File: src/rtl/core/gap_limited_max_sum_dp_core_macros.svh
// assertion macros shared by the gap-limited max-sum core
// no dependencies; included by the files that carry assertions
`ifndef GAP_LIMITED_MAX_SUM_DP_CORE_MACROS_SVH
`define GAP_LIMITED_MAX_SUM_DP_CORE_MACROS_SVH

// same-cycle implication, disabled while in reset
`define GLMSD_ASSERT_NOW(label, clk, rst_n, ante, cons) \
	label: assert property (@(posedge clk) disable iff (!rst_n) (ante) |-> (cons)) \
		else $error("same-cycle check failed");

// next-cycle implication, disabled while in reset
`define GLMSD_ASSERT_NEXT(label, clk, rst_n, ante, cons) \
	label: assert property (@(posedge clk) disable iff (!rst_n) (ante) |=> (cons)) \
		else $error("next-cycle check failed");

`endif

File: src/rtl/core/glmsd_pkg.sv
// package for the gap-limited max-sum core: sizes, register map, cell control
// no dependencies; used by glmsd_cell and gap_limited_max_sum_dp_core
package glmsd_pkg;

	localparam int WIN      = 64;
	localparam int GAP_W    = $clog2(WIN + 1);
	localparam int CFG_W    = 7;
	localparam int VAL_W    = 32;
	localparam int SCORE_W  = 48;
	localparam int BEST_W   = 47;
	localparam int ADDR_W   = 3;
	localparam int DATA_W   = 32;

	localparam logic [ADDR_W-1:0] REG_MAX_GAP_ADDR = ADDR_W'(0);
	localparam logic [CFG_W-1:0]  MAX_GAP_RESET    = CFG_W'(1);

	localparam logic signed [SCORE_W-1:0] SCORE_MAX = {1'b0, {(SCORE_W-1){1'b1}}};

	typedef struct packed {
		logic shift;
		logic clear;
	} cell_ctrl_t;

	function automatic logic [GAP_W-1:0] eff_gap(input logic [CFG_W-1:0] mg);
		int g;
		g = int'(mg);
		if (g < 1)
			g = 1;
		if (g > WIN)
			g = WIN;
		return GAP_W'(g);
	endfunction

endpackage

File: src/rtl/core/glmsd_cell.sv
// one window cell: holds a stored score and a registered partial maximum
// depends on glmsd_pkg
module glmsd_cell
	import glmsd_pkg::*;
(
	input  logic                      clk,
	input  logic                      arst_n,
	input  cell_ctrl_t                ctrl,
	input  logic [GAP_W-1:0]          idx,
	input  logic [GAP_W-1:0]          lim,
	input  logic signed [SCORE_W-1:0] score_in,
	input  logic signed [SCORE_W-1:0] pmax_in,
	output logic signed [SCORE_W-1:0] score_out,
	output logic signed [SCORE_W-1:0] pmax_out
);

	logic signed [SCORE_W-1:0] score_q;
	logic signed [SCORE_W-1:0] pmax_q;
	logic                      take;

	assign take = (idx < lim) && (score_q > pmax_in);

	always_ff @(posedge clk or negedge arst_n) begin
		if (!arst_n) begin
			score_q <= '0;
			pmax_q  <= '0;
		end else begin
			if (ctrl.clear) begin
				score_q <= '0;
			end else if (ctrl.shift) begin
				score_q <= score_in;
			end
			pmax_q <= take ? score_q : pmax_in;
		end
	end

	assign score_out = score_q;
	assign pmax_out  = pmax_q;

endmodule

File: config.mk
export PLATFORM = sky130hd
export DESIGN_NAME = glmsd_cell
export DESIGN_NICKNAME = d
export VERILOG_FILES = /design/src/rtl/core/gap_limited_max_sum_dp_core_macros.svh /design/src/rtl/core/glmsd_pkg.sv /design/src/rtl/core/glmsd_cell.sv
export SDC_FILE = /design/constraint.sdc
export NUM_CORES = 1
export LEC_CHECK = 0
export ABC_CLOCK_PERIOD_IN_PS = 4950
export BUFFER_PORTS_ARGS = -buffer_cell sky130_fd_sc_hd__buf_2
export CORE_UTILIZATION = 57
export DETAILED_ROUTE_END_ITERATION = 10
export PLACE_DENSITY_LB_ADDON = 0.15
export SETUP_SLACK_MARGIN = 0.02
export SKIP_LAST_GASP = 1
export SYNTH_ARGS = -nofsm -noshare
export SYNTH_HDL_FRONTEND = slang
export SYNTH_SLANG_ARGS = --single-unit
File: constraint.sdc
create_clock -name clk -period 4.95 [get_ports clk]
set_input_delay 0.495 -clock clk [delete_from_list [all_inputs] [get_ports clk]]
set_output_delay 0.495 -clock clk [all_outputs]
set_load 0.005 [all_outputs]
Word level (Yosys, flattened, before mapping)
Index checks and enable logic that the tools add are counted.
{"block": "word_totals", "out_inout_bits": 96, "wordCells": 9, "inputBits": 114, "regBits": 96}
{"block": "classes", "reduce_logical": 2, "magnitude_cmp": 2, "mux": 3}
{"operator": "48-bit 2-to-1 mux", "n": 3}
{"operator": "48-bit > comparator", "n": 1}
{"operator": "7-bit < comparator", "n": 1}
{"operator": "2-bit nonzero test", "n": 1}
{"operator": "1-bit logical AND", "n": 1}

Longest topological paths before layout
Gate-level depths: netlist (run 1).
{"block": "depth", "word_depth": 3, "ltp_mapped": 12, "depth_no_buf": 9}

Worst setup path before layout (run 1)
No wires, ideal clock.
{"block": "synth_timing", "path_type": "input to register", "startpoint": "input pmax_in[35]", "endpoint": "register pmax_q[27] (netlist: pmax_out[27])", "slack_ns": 2.004, "stages": 11, "arrival_ns": 2.842, "n_path_buf": 2, "setup_time_ns": 0.104, "cell_sequence": "inv_1 -> ha_1 -> a21oi_1 -> o21ai_1 -> a221o_1 -> a2111oi_4 -> nand2_1 -> or3_1 -> buf_2 -> buf_6 -> o311ai_1"}
{"block": "synth_between", "elab_chain_len": 3}
{"element": "from (decl)", "line_no": "glmsd_cell.sv:12", "text": "input logic signed [SCORE_W-1:0] pmax_in,"}
{"element": "48-bit > comparator", "line_no": "glmsd_cell.sv:21", "text": "assign take = (idx < lim) && (score_q > pmax_in);"}
{"element": "1-bit logical AND", "line_no": "glmsd_cell.sv:21"}
{"element": "48-bit 2-to-1 mux", "line_no": "glmsd_cell.sv:33", "text": "pmax_q <= take ? score_q : pmax_in;"}
{"element": "to (signal assigned)", "line_no": "glmsd_cell.sv:33"}
{"element": "to (decl)", "line_no": "glmsd_cell.sv:18", "text": "logic signed [SCORE_W-1:0] pmax_q;"}
Every way passes these cells.
A chain may end at the register's enable or synchronous reset.

Final worst setup path (run 1)
{"block": "layout_timing", "startpoint": "register score_q[47] (netlist: score_out[47])", "endpoint": "register pmax_q[1] (netlist: pmax_out[1])"}
{"block": "layout_between", "elab_chain_len": 3}
{"element": "from (decl)", "line_no": "glmsd_cell.sv:17", "text": "logic signed [SCORE_W-1:0] score_q;"}
{"element": "from (signal assigned)", "line_no": "glmsd_cell.sv:31", "text": "score_q <= score_in;"}
{"element": "48-bit > comparator", "line_no": "glmsd_cell.sv:21"}
{"element": "1-bit logical AND", "line_no": "glmsd_cell.sv:21"}
{"element": "48-bit 2-to-1 mux", "line_no": "glmsd_cell.sv:33"}
Every way passes these cells.

==> flow_summary.toml, run 1 <==
[worst_setup_path]
crit_arrival_ns = 4.46
worst_path_largest_cell_delay_ns = 0.80
start_kind = "register"
r2r_start = "score_out[47]"
cp-end-kind = "register"
worstPathCellList = "ha_4 > nand4_1 > nor4_1 > and3_1 > o31a_2 > or2_2 > or3_2 > o311ai_0"
critical-path-slowest-cell = "or3_2"
crit_required_ns = 5.12
timing.rr.end = "pmax_out[1]"
critical_path_class = "register to register"
setup.reg_to_reg.worst_slack_ns = 0.66
critical_path.max_fanout = 55
rr_worst_depth = 8

[job]
drv_cap = 0

[yosys]
synth_area_sq_um = 7002
synth.yosys.warnings = 0
async_reset_ff_frac = 1.000
mappedNetlistNets = 972
number_of_enable_type_register_cells_in_the_synthesized_netlist = 0
synth-seq-area-share = 0.3431
top_ff_cell_synth = "dfrtp_1"
synth.area.top_cells = "dfrtp_1, ha_1, mux2i_1"
synth_cell_types = 39
portion_of_synthesized_cell_area_occupied_by_the_leading_cell_type = 0.3431
synth_top_cell_by_area = "dfrtp_1"
postSynthRegisterBits = 96
postSynthCellCount = 804
syn_avg_cell_area_sq_um = 8.709

[pwr]
clkPwrFrac = 0.300
power.total_mw = 2.225
switching_power_mw = 0.7286
combPwrFrac = 0.280
power.switching_fraction = 0.3275
ir_worst_vdd_mv = 0.1508
static-leakage-power_nw = 4.116
power-per-cell-area_nw_per_um2 = 268.3
seq_power_share = 0.419
cellInternalPower_mw = 1.496

[timing]
fin_setup_tns_ns = 0
finalCritPeriodShare = 0.8671
final-max-slew-violation-count = 0
top_achievable_clock_speed_mhz = 233.0
skew_ns = 0.005611
relSlewSlack = 0.1084
report.final.setup_viol = 0
worst_slew_pin_slew_ns = 1.337
timing.final.crit_period_ns = 4.292
report.final.hold_viol_count = 0
grt_setup_unrepaired = "false"

[placed_design]
io_buffers = 209
detailedPlacementHpwl_um = 13380
placed_cells_incl_taps = 1087
gpl.final_weighted_congestion = 0.8307

[detailed_routing]
dr_total_vias = 7228
route.detailed.drc = 0
detailed_router_s_first_iteration_violation_count = 635
drtPass1Iterations = 7
vias_per_cell = 6.553
route.detailed.wl_per_inst_um = 18.93
ant_nets = 0
routed_wl_um = 20880

[cts]
cts_made_buffers = 9
cts_hold_buffers = 0
clock_latency_on_the_worst_skew_pair_ns = 0.35
cts.repair.resized = 0
cts_setup_buffers = 0
clk_path_buf_depth = 2
clk_sink_count = 96
clockRootBuffer = "clkbuf_16"
tritoncts_clock_tree = "done"
cts_max_level = 3
cts.clk_slew.worst_paths_ns = 0.07

[global_routing]
pin_count_of_the_biggest_net_entering_global_routing = 141
global_route.usage.total = 0.3298
antenna_found_initial = 0
grt_remaining_overflow = 0
grt_first_pass_wirelength_um = 33620
vias_in_the_first_global_route = 6963

[cells_and_area]
ff_latch_area_sq_um = 2402
finish.cell_count_without_fillers = 1103
most-common-layout-cells = "buf_2, inv_1, dfrtp_1, nand2_1, ha_1"
mostFrequentLayoutCell = "buf_2"
multi_input_comb_area_sq_um = 3921
fillerInstances = 982
num_antenna_cells = 0
post_route_cells_drive_above_1_share = 0.2542
utilization = 0.6903
design.final.nets = 1119
areaGrowthSynthToFinish_pct = 18.42

[floorplan]
start_util = 0.5829
io-pin-count = 210
floorplan.die_area_sq_um = 12730
floorplan.die.width_um = 112.8
rows = 40
area_of_the_placeable_core_sq_um = 12010
die_h_um = 112.8

[status]
outcome = "completed"

[hold_path]
min-delay-path-class = "input pin to async pin"
-- cell usage after synthesis (5+ instances only) --
cell	number
a211oi_1	47
a21o_1	5
a21oi_1	21
a221oi_1	48
buf_2	5
clkbuf_1	74
dfrtp_1	96
ha_1	54
inv_1	102
mux2i_1	48
nand2_1	58
nand3_1	7
nand4_1	11
nor2_1	52
nor3_1	49
o2111ai_1	48
o311ai_0	6
o311ai_1	42
-- kinds of logic after synthesis --
| group | Yosys count | synth area share |
|---|---|---|
| AND/OR/NAND/NOR | 188 | 0.1190 |
| adder cells (fa/ha/maj) | 54 | 0.09650 |
| multiplexers | 48 | 0.06862 |
| flip-flops | 96 | 0.3431 |
| buffers and inverters | 185 | 0.1022 |
| AO/OA/AOI/OAI | 233 | 0.2705 |
-- power by group through the flow --
stage,Combinational (mW),Clock [mW],Sequential [mW]
final,0.624,0.668,0.933
after floorplan,0.367,0,0.942
after global placement,0.591,0,0.944
after global routing,0.690,0.707,0.938
after detailed placement,0.616,0,0.945
after CTS,0.620,0.675,0.932
-- state kept, by name (all words and copies together), names as in the netlist --
signal     count
pmax_out      48
score_out     48
-- worst max-delay path, delay by kind of cell (launching register included) --
kind / cells / cell delay (ns)
AOI/OAI and AO/OA: 2 / 0.73
adders and majority gates: 1 / 0.64
DFF: 1 / 0.47
and+or+nand+nor: 5 / 2.25
-- worst max path at each step --
stage | start | endpoint | slack [ns] | depth (start not counted)
6_report | score_out[47] | pmax_out[1] | 0.66 | 8
2_1_floorplan | pmax_in[35] | pmax_out[27] | 2.00 | 11
3_3_place_gp | pmax_in[47] | pmax_out[5] | 0.73 | 10
4_1_cts | score_out[47] | pmax_out[1] | 0.70 | 8
5_1_grt | score_out[47] | pmax_out[1] | 0.40 | 8
3_5_place_dp | pmax_in[47] | pmax_out[1] | 0.53 | 10
-- area by class of cell --
| class | count | area share |
|---|---|---|
| Inverter | 102 | 0.04617 |
| Timing Repair Buffer | 219 | 0.1355 |
| Multi-Input combinational cell | 523 | 0.4729 |
| Clock buffer | 14 | 0.03184 |
| Clock inverter | 2 | 0.001660 |
| Tap cell | 147 | 0.02218 |
| Sequential cell | 96 | 0.2897 |
-- routing by layer --
metal / GRT usage / part of all wire / vias to the layer above
met5: 0 / 0 / -
met3: 0.04660 / 0.076 / 50
met4: 0.1618 / 0.027 / 0
met2: 0.5556 / 0.49 / 377
li1: - / - / 3337
met1: 0.4174 / 0.40 / 3464
-- metrics by stage --
step / hold slack (ns) / worst slack (ns) / instance area (sq um)
2_1_floorplan: 0.1994 / 2.004 / 7002
3_3_place_gp: 0.5406 / 0.7343 / 8014
3_5_place_dp: 0.5442 / 0.5340 / 8014
4_1_cts: 0.1704 / 0.7015 / 8292
5_1_grt: 0.2013 / 0.4021 / 8292
6_report: 0.1512 / 0.6577 / 8292
(Power assumes the default switching activity.)
==> run 2: changes to the inputs <==
- BUFFER_PORTS_ARGS: -buffer_cell sky130_fd_sc_hd__buf_2 -> default
- CORE_UTILIZATION: 57 -> 65
- DONT_BUFFER_PORTS: default -> 1
- TNS_END_PERCENT: default -> 30
==> run 2 against run 1 <==
Via count decreased by 11%. Flip-flop and latch count is the same. Clock-buffer cell count fell by 5. Die area fell by 12%. Total power fell by 7.5%. Combinational power decreased by 27%. Routed wire length down 5.2%. Utilization rose by 0.55 points. Global-route usage is 2.8 points higher. Clock skew increased by 0.0012 ns. First-iteration DRC count down 14%. Final cell count shrank 20%.
==> flow_summary.toml, run 2 (synthesized netlist as in run 1, its figures left out) <==
[status]
outcome = "completed"

[detailed_routing]
wl_met2_um = 9961
routed_wl_um = 19800
route.detailed.wl_per_inst_um = 22.50
detailed_router_s_first_iteration_violation_count = 543
met3_length_um = 1714
drtPass1Iterations = 7
route.top_layer_used = "met4"
vias_per_cell = 7.281
dr_total_vias = 6407
route.detailed.drc = 0
ant_nets = 0
detail_route.wirelength.met1_um = 7713

[cells_and_area]
post_route_cells_drive_above_1_share = 0.04570
most-common-layout-cells = "inv_1, dfrtp_1, nand2_1, ha_1, nor2_1"
design.final.nets = 910
areaGrowthSynthToFinish_pct = 3.056
finish.cell_count_without_fillers = 880
mostFrequentLayoutCell = "inv_1"
num_antenna_cells = 0

[cts]
cts.clk_slew.worst_paths_ns = 0.09
clockRootBuffer = "clkbuf_8"
clk_sink_count = 96
cts_made_buffers = 9
cts.repair.resized = 0
clock_latency_on_the_worst_skew_pair_ns = 0.37
clk_path_buf_depth = 2
tritoncts_clock_tree = "done"
cts_max_level = 3

[worst_setup_path]
critical_path_class = "register to register"
crit_arrival_ns = 4.28
critical_path.max_fanout = 48
crit_required_ns = 5.14
start_kind = "register"
cp-end-kind = "register"

[global_routing]
vias_in_the_first_global_route = 6447
antenna_found_initial = 0
global_route.usage.total = 0.3578
pin_count_of_the_biggest_net_entering_global_routing = 105
grt_remaining_overflow = 0
grt_first_pass_wirelength_um = 31900

[pwr]
ir_worst_vdd_mv = 0.1960
power-per-cell-area_nw_per_um2 = 285.1
static-leakage-power_nw = 3.220

[placed_design]
place_worst_setup_slack_ns = 0.8684
io_buffers = 0
placed_cells_incl_taps = 866
detailedPlacementHpwl_um = 12340
gpl.final_weighted_congestion = 0.8504

[floorplan]
floorplan.die.width_um = 105.8
rows = 37
io-pin-count = 210
start_util = 0.6752
die_h_um = 105.8
area_of_the_placeable_core_sq_um = 10370
floorplan.die_area_sq_um = 11190

[timing]
worst_slew_pin_slew_ns = 1.086
top_achievable_clock_speed_mhz = 245.0
timing.final.crit_period_ns = 4.082
skew_ns = 0.006791
final-max-slew-violation-count = 0
finalCritPeriodShare = 0.8247
fin_setup_tns_ns = 0
report.final.setup_viol = 0
grt_setup_unrepaired = "false"
relSlewSlack = 0.2759
report.final.hold_viol_count = 0
finalWorstSetupSlack_ns = 0.8678

[hold_path]
min-delay-path-class = "input pin to async pin"

[job]
drv_cap = 0
-- run 2: changes by cell type in the layout (fill, tap and decap cells not counted), sizes merged --
cell / before / now
clkbuf: 14 / 9
bufinv: 0 / 4
buf: 219 / 10
clkinv: 2 / 0
-- run 2: timing repair --
action,CTS,global route
endpoints found under the hold margin,96,0
hold buffers,1,0
buffers inserted,0,0
-- run 2: final cells by class --
class | instances | area (sq um)
clock buffers | 9 | 123.9
clock inverters | 4 | 120.1
fillers | 802 | 3154
inverters | 102 | 382.9
multi-input cells | 523 | 3921
flip-flops and latches | 96 | 2402
well taps | 136 | 170.2
repair buffers | 10 | 95.09
-- run 2: metal layers --
metal  vias up  global-route usage
met5         -                   0
met4         0              0.1399
met3        44             0.08782
met2       328              0.6078
met1      3132              0.4361
li1       2903                   -
-- run 2: final timing paths --
check                               from             to  slack (ns)  cells past startpoint
max                        score_out[47]    pmax_out[3]        0.87                      8
min                               arst_n    pmax_out[0]        0.03                      1
max reg2reg                score_out[47]    pmax_out[3]        0.87                      8
min reg2reg                score_out[40]  score_out[40]        0.65                      2
max in group asynchronous         arst_n   pmax_out[18]        4.52                      1
min in group clk                 ctrl[0]  score_out[40]        0.18                      1
-- run 2: critical path, cell delays in order, from the launching register on --
cell,delay [ns]
dfrtp_1,0.48
ha_4,0.32
nand4_1,0.18
nor4_1,0.69
and3_1,0.35
o311a_2,0.59
or2_2,0.22
or3_2,0.81
o311ai_0,0.26
-- run 2: per-stage QoR --
step                        util  hold slack [ns]  power [mW]  area, sq um
after floorplan                -           0.1994       1.308         7002
after global placement    0.6696           0.2016       1.376         6944
after detailed placement  0.6696           0.2012       1.397         6944
after CTS                 0.6958          0.05885       2.061         7216
after global routing      0.6958          0.06545       2.155         7216
final                     0.6958          0.02894       2.057         7216
-- run 2: power breakdown --
part / switching, mW / total (mW) / internal, mW / leakage (nW)
clock network: 0.270 / 0.648 / 0.378 / 0.121
logic: 0.288 / 0.453 / 0.166 / 1.88
registers: 0.0826 / 0.956 / 0.873 / 1.21
total: 0.640 / 2.06 / 1.42 / 3.22
